`config.mk`:
```
export PLATFORM = sky130hd
export DESIGN_NAME = ptam_cell
export DESIGN_NICKNAME = d
export VERILOG_FILES = /design/src/rtl/ptam_pkg.sv /design/src/rtl/ptam_cell.sv
export SDC_FILE = /design/constraint.sdc
export NUM_CORES = 1
export LEC_CHECK = 0
export ABC_AREA = 1
export BUFFER_PORTS_ARGS = -buffer_cell sky130_fd_sc_hd__buf_2
export CAP_MARGIN = 20
export CORE_UTILIZATION = 46
export DETAILED_ROUTE_END_ITERATION = 6
export PLACE_DENSITY_LB_ADDON = 0.2
export SLEW_MARGIN = 10
export SYNTH_ARGS = -nofsm -noshare
export SYNTH_HDL_FRONTEND = slang
export SYNTH_SLANG_ARGS = --single-unit
```
`constraint.sdc`:
```
create_clock -name clk -period 1.3 [get_ports clk]
set_input_delay 0.26 -clock clk [delete_from_list [all_inputs] [get_ports clk]]
set_output_delay 0.26 -clock clk [all_outputs]
set_load 0.01 [all_outputs]
```
`src/rtl/ptam_pkg.sv`:
```
`timescale 1ns / 1ps

package ptam_pkg;

	// Sample and history geometry.
	localparam int SAMPLE_W   = 24;
	localparam int HIST_DEPTH = 128;
	localparam int DELAY_W    = $clog2(HIST_DEPTH);

	// Tap set: the first taps are summed, up to MAX_TAPS of them.
	localparam int MAX_TAPS       = 32;
	localparam int TAP_MIN        = 3;
	localparam int TAP_IDX_W      = $clog2(MAX_TAPS);
	localparam int TAP_CNT_W      = $clog2(MAX_TAPS + 1);
	localparam int TAPS_PER_CYCLE = 4;
	localparam int GROUPS         = MAX_TAPS / TAPS_PER_CYCLE;
	localparam int GRP_W          = $clog2(GROUPS);

	// Delay of each tap: one, two, then the primes up to the end of the history.
	localparam logic [DELAY_W-1:0] TAP_DELAY [MAX_TAPS] = '{
		7'd1,   7'd2,   7'd3,   7'd5,   7'd7,   7'd11,  7'd13,  7'd17,
		7'd19,  7'd23,  7'd29,  7'd31,  7'd37,  7'd41,  7'd43,  7'd47,
		7'd53,  7'd59,  7'd61,  7'd67,  7'd71,  7'd73,  7'd79,  7'd83,
		7'd89,  7'd97,  7'd101, 7'd103, 7'd107, 7'd109, 7'd113, 7'd127
	};

	// Tap sum: the current sample plus up to MAX_TAPS delayed samples.
	localparam int ACC_W = SAMPLE_W + $clog2(MAX_TAPS + 1) + 1;
	localparam int MAG_W = ACC_W - 1;

	// Sequential divider sizes.
	localparam int REM_W     = $clog2(MAX_TAPS);
	localparam int DIV_CNT_W = $clog2(MAG_W);

	// Averaged term after the increment, and the Q15 mixing datapath.
	localparam int   Q_W        = SAMPLE_W + 1;
	localparam int   GAIN_W     = 16;
	localparam int   Q15_SHIFT  = 15;
	localparam logic [GAIN_W-1:0] Q15_ONE = GAIN_W'(1 << Q15_SHIFT);
	localparam int   PROD_W     = Q_W + GAIN_W + 1;
	localparam int   SUM_W      = PROD_W + 2;
	localparam logic [SUM_W-1:0] ROUND_HALF = SUM_W'(1 << (Q15_SHIFT - 1));

	// Configuration port.
	localparam int CFG_IDX_W  = 2;
	localparam int CFG_DATA_W = GAIN_W;
	localparam logic [CFG_IDX_W-1:0] CFG_TAP_COUNT     = 2'd0;
	localparam logic [CFG_IDX_W-1:0] CFG_WET_GAIN      = 2'd1;
	localparam logic [CFG_IDX_W-1:0] CFG_SUBTRACT_MODE = 2'd2;

	localparam logic [TAP_CNT_W-1:0] TAP_COUNT_RESET = TAP_CNT_W'(8);
	localparam logic [GAIN_W-1:0]    WET_GAIN_RESET  = GAIN_W'(16384);

endpackage

```
`src/rtl/ptam_cell.sv`:
```
`timescale 1ns / 1ps

module ptam_cell
	import ptam_pkg::*;
(
	input  logic                       clk,
	input  logic                       arst_n,
	input  logic                       shift_en,
	input  logic signed [SAMPLE_W-1:0] sample_d,
	output logic signed [SAMPLE_W-1:0] sample_q
);

	// One history slot: takes its neighbour's sample on every accepted transfer.
	logic signed [SAMPLE_W-1:0] slot_q;

	always_ff @(posedge clk or negedge arst_n) begin
		if (!arst_n) begin
			slot_q <= '0;
		end else if (shift_en) begin
			slot_q <= sample_d;
		end
	end

	assign sample_q = slot_q;

endmodule

```
==> flow_summary.json <==
{
  "maxCapViolations": 0,
  "core_area_mm2": 0.00198,
  "synth_cell_types": 7,
  "worstSetupStartpoint": "sample_q[11]",
  "critPathLaunchType": "register",
  "p_leak_nw": 0.757,
  "report.power.total_w": 0.00164,
  "cts_buffers": 3,
  "path_depth": 1,
  "die_h_um": 48.0,
  "cts_max_path_buffers": 2,
  "ys.warnings.count": 0,
  "grt_max_degree": 25,
  "setup_viol": 0,
  "hold_viol": 0,
  "hold_class": "primary input to register",
  "final_nets": 181,
  "vias_per_cell": 4.45,
  "powerDensity_mw_per_mm2": 1290,
  "dieArea_mm2": 0.00231,
  "hpwl_um": 1300,
  "hold_depth": 3,
  "grt_pass1_wl_um": 2590,
  "fin_crit_sh": 0.873,
  "r2r_end": "sample_q[13]",
  "synth_nets": 129,
  "clock-sinks": 24,
  "drt-wirelength-per-cell_um": 10.4,
  "synth_top_cell_by_area": "dfrtp_1",
  "post-route-util": 0.643,
  "crit_path_cell_trace": "buf_2",
  "yosys-top-cells-area": "dfrtp_1 (62%), nand2_1 (24%), nand2_2 (6.4%)",
  "gr-usage-all-layers": 0.168,
  "drc": 0,
  "portBuffers": 50,
  "io-pin-count": 51,
  "yosysSeqAreaShare": 0.616,
  "fin_area_mm2": 0.00127,
  "synth_top_area_frac": 0.616,
  "slew_viol_final": 0,
  "outcome": "finished clean",
  "holdWs_ns": 0.130,
  "grt_overflow": 0,
  "gp_congestion": 0.610,
  "initial_core_util": 0.492,
  "reg2reg_slack_ns": 0.68,
  "root_buffer": "clkbuf_4",
  "grt_pass1_vias": 619,
  "h-tree-depth": 1,
  "ant_nets": 0,
  "via_count": 801,
  "num_rows": 16,
  "layout-drive-gt1-share": 0.431,
  "cts_tree": "done",
  "rsz0062_at_grt": "false",
  "rr_startpoint": "sample_q[13]",
  "worstMarginPinSlew_ns": 0.542,
  "fin_tns_setup_ns": 0,
  "critical_path_arrival_ns": 0.88,
  "totalWireLength_um": 1880,
  "cp_max_fo": 2,
  "path_clk_slew_ns": 0.14,
  "num_antenna_cells": 0,
  "syn_area_per_cell_um2": 9.56,
  "r2r_cells": 2,
  "path_class": "register to output port",
  "crit_slowest_cell": "dfrtp_1",
  "skew_ns": 0,
  "fmax_mhz": 881,
  "slew_headroom": 0.639,
  "cp-endpoint": "sample_q[11]",
  "cts_setup_buffers": 0,
  "synth_area_um2": 975,
  "largest_reg_flops": 24,
  "synthCells": 102,
  "place_area_mm2": 0.00121,
  "synth-seq-cells": 24,
  "fillCellCount": 182,
  "cp_top_family": "flip-flops",
  "hp-start": "sample_d[14]",
  "clk_latency_ns": 0.31,
  "syn_to_final_growth_pct": 30.7,
  "path_buf_inv": 1,
  "layout_min_cycle_time_ns": 1.14,
  "end_kind": "output port",
  "cp_data_required_time_ns": 1.04,
  "drtIter0Drc": 10,
  "critical-path-max-stage-delay_ns": 0.41,
  "vdd_drop_max_uv": 656,
  "first_pass_iters": 4,
  "grt_antenna_before_repair": 0,
  "dieWidth_um": 48.0
}
cells in the final DEF (no fill, tap or decap):
cell / instances
bufinv_16: 1
buf_12: 1
nand2_1: 62
inv_8: 1
nand2_2: 10
buf_2: 50
dfrtp_1: 24
clkbuf_4: 3
dlygate4sd3_1: 1
worst min-delay path by stage:
stage	endpoint	slack, ns
final	sample_q[14]	0.13
after global routing	sample_q[21]	0.11
after CTS	sample_q[14]	0.12
after detailed placement	sample_q[6]	0.27
after global placement	sample_q[10]	0.26
after floorplan	sample_q[0]	-0.04
timing repair:
action                    CTS  global route
resized for setup           0             0
hold buffers                1             0
hold endpoints to repair   24             0
Yosys cell counts:
master and count:
nand2_1 62, dfrtp_1 24, nand2_2 10, buf_6 3, buf_12 1, clkbuf_8 1, inv_8 1
power breakdown:
group,total [W],switching (W),internal (W)
Clock,0.000532,0.000220,0.000312
Combinational,0.000257,0.000143,0.000114
Sequential,0.000849,0.0000373,0.000812
cell type report:
| type | count | area (µm²) | area share |
|---|---|---|---|
| inverter | 1 | 11.3 | 0.00884 |
| clock inverter | 1 | 30.0 | 0.0236 |
| multi-input combinational | 72 | 295 | 0.232 |
| clock buffer | 3 | 22.5 | 0.0177 |
| tap | 27 | 33.8 | 0.0265 |
| timing repair buffer | 52 | 280 | 0.220 |
| sequential | 24 | 601 | 0.472 |
through the flow:
step                setup slack, ns  std cells
CTS                           0.151        180
floorplan                     0.555        102
finish                        0.165        180
global placement              0.382        175
global route                  0.102        180
detailed placement            0.335        175
per-layer routing:
metal	global-route usage	wire length, µm	up-vias
li1	-	-	406
met1	0.212	834	360
met2	0.265	889	31
met3	0.0377	128	4
met4	0.100	24	0
met5	0	0	-
logic make-up after synthesis:
kind of cell,count (synthesis),share of synthesized area
buffers and inverters,6,0.0809
and+or+nand+nor,72,0.303
DFF,24,0.616
Note: power is estimated with default switching activity, not from simulation.
