[src/rtl/ptam_pkg.sv]
`timescale 1ns / 1ps

package ptam_pkg;

	// Sample and history geometry.
	localparam int SAMPLE_W   = 24;
	localparam int HIST_DEPTH = 128;
	localparam int DELAY_W    = $clog2(HIST_DEPTH);

	// Tap set: the first taps are summed, up to MAX_TAPS of them.
	localparam int MAX_TAPS       = 32;
	localparam int TAP_MIN        = 3;
	localparam int TAP_IDX_W      = $clog2(MAX_TAPS);
	localparam int TAP_CNT_W      = $clog2(MAX_TAPS + 1);
	localparam int TAPS_PER_CYCLE = 4;
	localparam int GROUPS         = MAX_TAPS / TAPS_PER_CYCLE;
	localparam int GRP_W          = $clog2(GROUPS);

	// Delay of each tap: one, two, then the primes up to the end of the history.
	localparam logic [DELAY_W-1:0] TAP_DELAY [MAX_TAPS] = '{
		7'd1,   7'd2,   7'd3,   7'd5,   7'd7,   7'd11,  7'd13,  7'd17,
		7'd19,  7'd23,  7'd29,  7'd31,  7'd37,  7'd41,  7'd43,  7'd47,
		7'd53,  7'd59,  7'd61,  7'd67,  7'd71,  7'd73,  7'd79,  7'd83,
		7'd89,  7'd97,  7'd101, 7'd103, 7'd107, 7'd109, 7'd113, 7'd127
	};

	// Tap sum: the current sample plus up to MAX_TAPS delayed samples.
	localparam int ACC_W = SAMPLE_W + $clog2(MAX_TAPS + 1) + 1;
	localparam int MAG_W = ACC_W - 1;

	// Sequential divider sizes.
	localparam int REM_W     = $clog2(MAX_TAPS);
	localparam int DIV_CNT_W = $clog2(MAG_W);

	// Averaged term after the increment, and the Q15 mixing datapath.
	localparam int   Q_W        = SAMPLE_W + 1;
	localparam int   GAIN_W     = 16;
	localparam int   Q15_SHIFT  = 15;
	localparam logic [GAIN_W-1:0] Q15_ONE = GAIN_W'(1 << Q15_SHIFT);
	localparam int   PROD_W     = Q_W + GAIN_W + 1;
	localparam int   SUM_W      = PROD_W + 2;
	localparam logic [SUM_W-1:0] ROUND_HALF = SUM_W'(1 << (Q15_SHIFT - 1));

	// Configuration port.
	localparam int CFG_IDX_W  = 2;
	localparam int CFG_DATA_W = GAIN_W;
	localparam logic [CFG_IDX_W-1:0] CFG_TAP_COUNT     = 2'd0;
	localparam logic [CFG_IDX_W-1:0] CFG_WET_GAIN      = 2'd1;
	localparam logic [CFG_IDX_W-1:0] CFG_SUBTRACT_MODE = 2'd2;

	localparam logic [TAP_CNT_W-1:0] TAP_COUNT_RESET = TAP_CNT_W'(8);
	localparam logic [GAIN_W-1:0]    WET_GAIN_RESET  = GAIN_W'(16384);

endpackage

[src/rtl/ptam_div.sv]
`timescale 1ns / 1ps

module ptam_div
	import ptam_pkg::*;
(
	input  logic                 clk,
	input  logic                 arst_n,
	input  logic                 start,
	input  logic [MAG_W-1:0]     dividend,
	input  logic [TAP_CNT_W-1:0] divisor,
	output logic [MAG_W-1:0]     quotient,
	output logic                 done
);

	logic [MAG_W-1:0]     dvd_q;
	logic [REM_W-1:0]     rem_q;
	logic [TAP_CNT_W-1:0] dsr_q;
	logic [DIV_CNT_W-1:0] cnt_q;
	logic                 busy_q;
	logic                 done_q;

	logic [REM_W:0] trial;
	logic [REM_W:0] diff;
	logic           fits;

	// Restoring step: bring down the next dividend bit and try the subtraction.
	always_comb begin
		trial = {rem_q, dvd_q[MAG_W-1]};
		fits  = ((REM_W + 1)'(dsr_q) <= trial);
		diff  = trial - (REM_W + 1)'(dsr_q);
	end

	// One quotient bit per cycle; quotient bits shift in behind the dividend.
	always_ff @(posedge clk or negedge arst_n) begin
		if (!arst_n) begin
			busy_q <= 1'b0;
			done_q <= 1'b0;
			cnt_q  <= '0;
		end else begin
			done_q <= busy_q && !start && (cnt_q == '0);
			if (start) begin
				busy_q <= 1'b1;
				cnt_q  <= DIV_CNT_W'(MAG_W - 1);
				dvd_q  <= dividend;
				dsr_q  <= divisor;
				rem_q  <= '0;
			end else if (busy_q) begin
				dvd_q <= {dvd_q[MAG_W-2:0], fits};
				rem_q <= fits ? diff[REM_W-1:0] : trial[REM_W-1:0];
				if (cnt_q == '0) begin
					busy_q <= 1'b0;
				end else begin
					cnt_q <= cnt_q - 1'b1;
				end
			end
		end
	end

	assign quotient = dvd_q;
	assign done     = done_q;

endmodule

[config.mk]
export PLATFORM = sky130hd
export DESIGN_NAME = ptam_div
export DESIGN_NICKNAME = d
export VERILOG_FILES = /design/src/rtl/ptam_pkg.sv /design/src/rtl/ptam_div.sv
export SDC_FILE = /design/constraint.sdc
export NUM_CORES = 1
export LEC_CHECK = 0
export BUFFER_PORTS_ARGS = -buffer_cell sky130_fd_sc_hd__clkbuf_2
export CORE_ASPECT_RATIO = 1.4
export CORE_MARGIN = 3
export CORE_UTILIZATION = 45
export CTS_CLUSTER_DIAMETER = 150
export DETAILED_ROUTE_END_ITERATION = 12
export PLACE_DENSITY_LB_ADDON = 0.15
export SYNTH_ARGS = -nofsm -noshare
export SYNTH_HDL_FRONTEND = slang
export SYNTH_SLANG_ARGS = --single-unit
[constraint.sdc]
create_clock -name clk -period 2.7 [get_ports clk]
set_input_delay 0 -clock clk [delete_from_list [all_inputs] [get_ports clk]]
set_output_delay 0 -clock clk [all_outputs]
set_load 0.02 [all_outputs]
==> metrics.txt <==
fin nets=309; Leakage Power=1.33 nW; Routed Antenna Nets=0; initial antenna violation count=0; crit-path max FO=4; max-cap violations=0; Setup violations, final=0; Area Growth Syn to Fin=32.5%; DRC viols=0; WL final=4670 um; f_max=471 MHz; Main synth FF type=edfxtp_1; drt via density=4.94; outcome=finished, final reports clean; RR Startpoint=quotient[29]; YS warnings=0; clock sinks=48; CTS max path bufs=2; Gate power share=0.207; Mapped Area=0.00234 sq mm; CP endpoint kind=flip-flop; First-pass DRT Iterations=4; r2r worst-path depth=8; clock network power share=0.309; worst r2r dst=rem_q[4]; Crit Path Class=reg -> reg; drt wl/cell=14.5 um; vias in the first global route=1720; P_sw=0.000494 W; Slew Limit Fails=0; hold path endpoint=quotient[10]; via count=1597; first-pass GRT wire length=8000 um; CTS tree=done; HP Start=dividend[10]; post-layout util=0.626; cell family with most CP delay=adder cells; dpl hpwl=3260 um; sequential share of power=0.484; syn avg cell area=14.3 sq um; clock skew=0.00699 ns; crit-path cells=inv_1, ha_1, fa_1, or2b_1, a21oi_1, xor2_1, mux2i_1, a211oi_1; Slew headroom=0.674; Tmin final=2.12 ns; global route total overflow=0; max incr delay on CP=0.41 ns; total track usage=0.171; CP startpoint=quotient[29]; Worst EP required=2.82 ns; row count=30; 1st-iter DRT viols=118; slowest cell on the critical path=edfxtp_1; clk root buf=clkbuf_8; Hold Path Cell Cnt=2; EDFF count, synth=41; R2R setup slack=0.58 ns; Syn Inst Count=164; cts bufs inserted=5; register area share after synthesis=0.601; Final Cycle Share=0.786; H-Tree Depth=2; Die Span X=67.0 um; sum of buffers and inverters on the critical path=1; Fin. Hold Viols=0; pin count of the biggest net entering global routing=31; Max IR drop VDD=0.000457 V; async set-reset flop share out of synthesis=0.146; number of synthesized register bits=48; Net Count, Synth=215; Internal=0.00147 W; Sw Share=0.252; Final GP Congestion=0.777; layout cells sized above 1=0.432; Slew @ Worst Pin=0.488 ns; Clock Latency Late Sink=0.30 ns; setup TNS=0 ns; number of I/O port buffers=69; Cell Pwr Density=632 mW/mm^2; Clock transition at path regs=0.09 ns; Tightest Hold Check Type=in -> reg; I/O Pins=70; initial core utilization=0.472; RSZ-0062 raised after global routing=false; CP Launch Type=flip-flop; post-synth cell types=34; Die ar.=0.00612 sq mm; ant diodes=0; Die Ht=91.3 um; postcts setup bufs=0; WP data arrival=2.25 ns; CORE AREA=0.00495 sq mm
[worst max-delay path by stage]
| stage | cells after the start | end | slack (ns) |
|---|---|---|---|
| floorplan | 8 | rem_q[4] | 0.60 |
| global placement | 7 | rem_q[1] | 0.66 |
| detailed placement | 8 | rem_q[4] | 0.63 |
| CTS | 8 | rem_q[4] | 0.60 |
| global route | 8 | rem_q[4] | 0.38 |
| finish | 8 | rem_q[4] | 0.58 |
[power by group through the flow]
stage          sequential [W]  clock (W)  combinational, W
5_1_grt              0.000959   0.000650          0.000461
6_report             0.000948   0.000605          0.000406
4_1_cts              0.000949   0.000624          0.000409
3_3_place_gp         0.000962          0          0.000380
2_1_floorplan        0.000995          0          0.000234
3_5_place_dp         0.000964          0          0.000385
[cell usage in the layout (no fill, tap or decap), types with 4 or more instances in the layout]
cell type | Yosys | routed
clkbuf_2 | 0 | 69
edfxtp_1 | 41 | 41
mux2_2 | 29 | 29
dlygate4sd3_1 | 0 | 21
inv_1 | 16 | 16
ha_1 | 11 | 11
nor2_1 | 8 | 8
dfrtp_1 | 7 | 7
nand2_1 | 6 | 6
clkbuf_8 | 0 | 5
a21oi_1 | 4 | 4
[synthesized netlist by cell type, drive strengths merged, types with 2 or more instances]
| master | n | area, sq um |
|---|---|---|
| or4 | 2 | 15.0 |
| o21ai | 3 | 15.0 |
| ha | 11 | 138 |
| edfxtp | 41 | 1230 |
| a21oi | 4 | 20.0 |
| a211oi | 3 | 22.5 |
| nand2 | 6 | 22.5 |
| mux2i | 3 | 30.0 |
| nor2 | 8 | 30.0 |
| xnor2 | 2 | 17.5 |
| buf | 3 | 15.0 |
| mux2 | 29 | 327 |
| inv | 16 | 60.1 |
| o22ai | 2 | 18.8 |
| xor2 | 3 | 26.3 |
| nand4 | 3 | 18.8 |
| clkbuf | 2 | 7.51 |
| o311ai | 2 | 17.5 |
| dfrtp | 7 | 175 |
[cell families after synthesis]
| family | synth area share |
|---|---|
| flops | 0.601 |
| mux | 0.152 |
| simple gates | 0.0588 |
| buf+inv | 0.0353 |
| compound gates | 0.0668 |
| fa+ha+maj | 0.0673 |
| xor+xnor | 0.0187 |
[timing repair]
| item | CTS | global route |
|---|---|---|
| hold endpoints to repair | 26 | 1 |
| resized for setup | 0 | 0 |
| endpoints found under the setup margin | 0 | 0 |
| hold buffers | 20 | 1 |
[worst register-to-register path: stages (launching register included)]
cell,delay [ns]
edfxtp_1,0.41
inv_1,0.06
ha_1,0.22
fa_1,0.40
or2b_1,0.23
a21oi_1,0.18
xor2_1,0.15
mux2i_1,0.08
a211oi_1,0.22
[area by class of cell]
class	instances	area (sq um)
inverter	16	60.1
timing repair buffer	92	571
sequential	48	1410
fill	418	1850
tap	64	80.1
clock inverter	2	60.1
multi-input combinational	95	852
clock buffer	6	72.6
[sequential cells by signal, summed over array words and instances, names as in the netlist]
signal / cells
cnt_q: 5
rem_q: 5
dsr_q: 6
quotient: 30
busy_q: 1
done: 1
[through the flow]
stage               cells  hold WS (ns)  setup WS [ns]  cell area, sq um  power [W]
CTS                   322      0.000260          0.597              3090    0.00198
finish                323       0.00646          0.578              3100    0.00196
floorplan             164        -0.296          0.598              2340    0.00123
global placement      294       -0.0713          0.659              2760    0.00134
detailed placement    294       -0.0707          0.627              2760    0.00135
global route          323      0.000953          0.379              3100    0.00207
[routing by layer]
metal,GRT usage,up-vias,part of all wire,routed length [um]
li1,-,795,-,-
met1,0.221,737,0.43,2030
met2,0.275,59,0.49,2280
met3,0.0507,6,0.067,312
met4,0.0457,0,0.012,57
met5,0,-,0,0
Note: power is estimated with default switching activity, not from simulation.
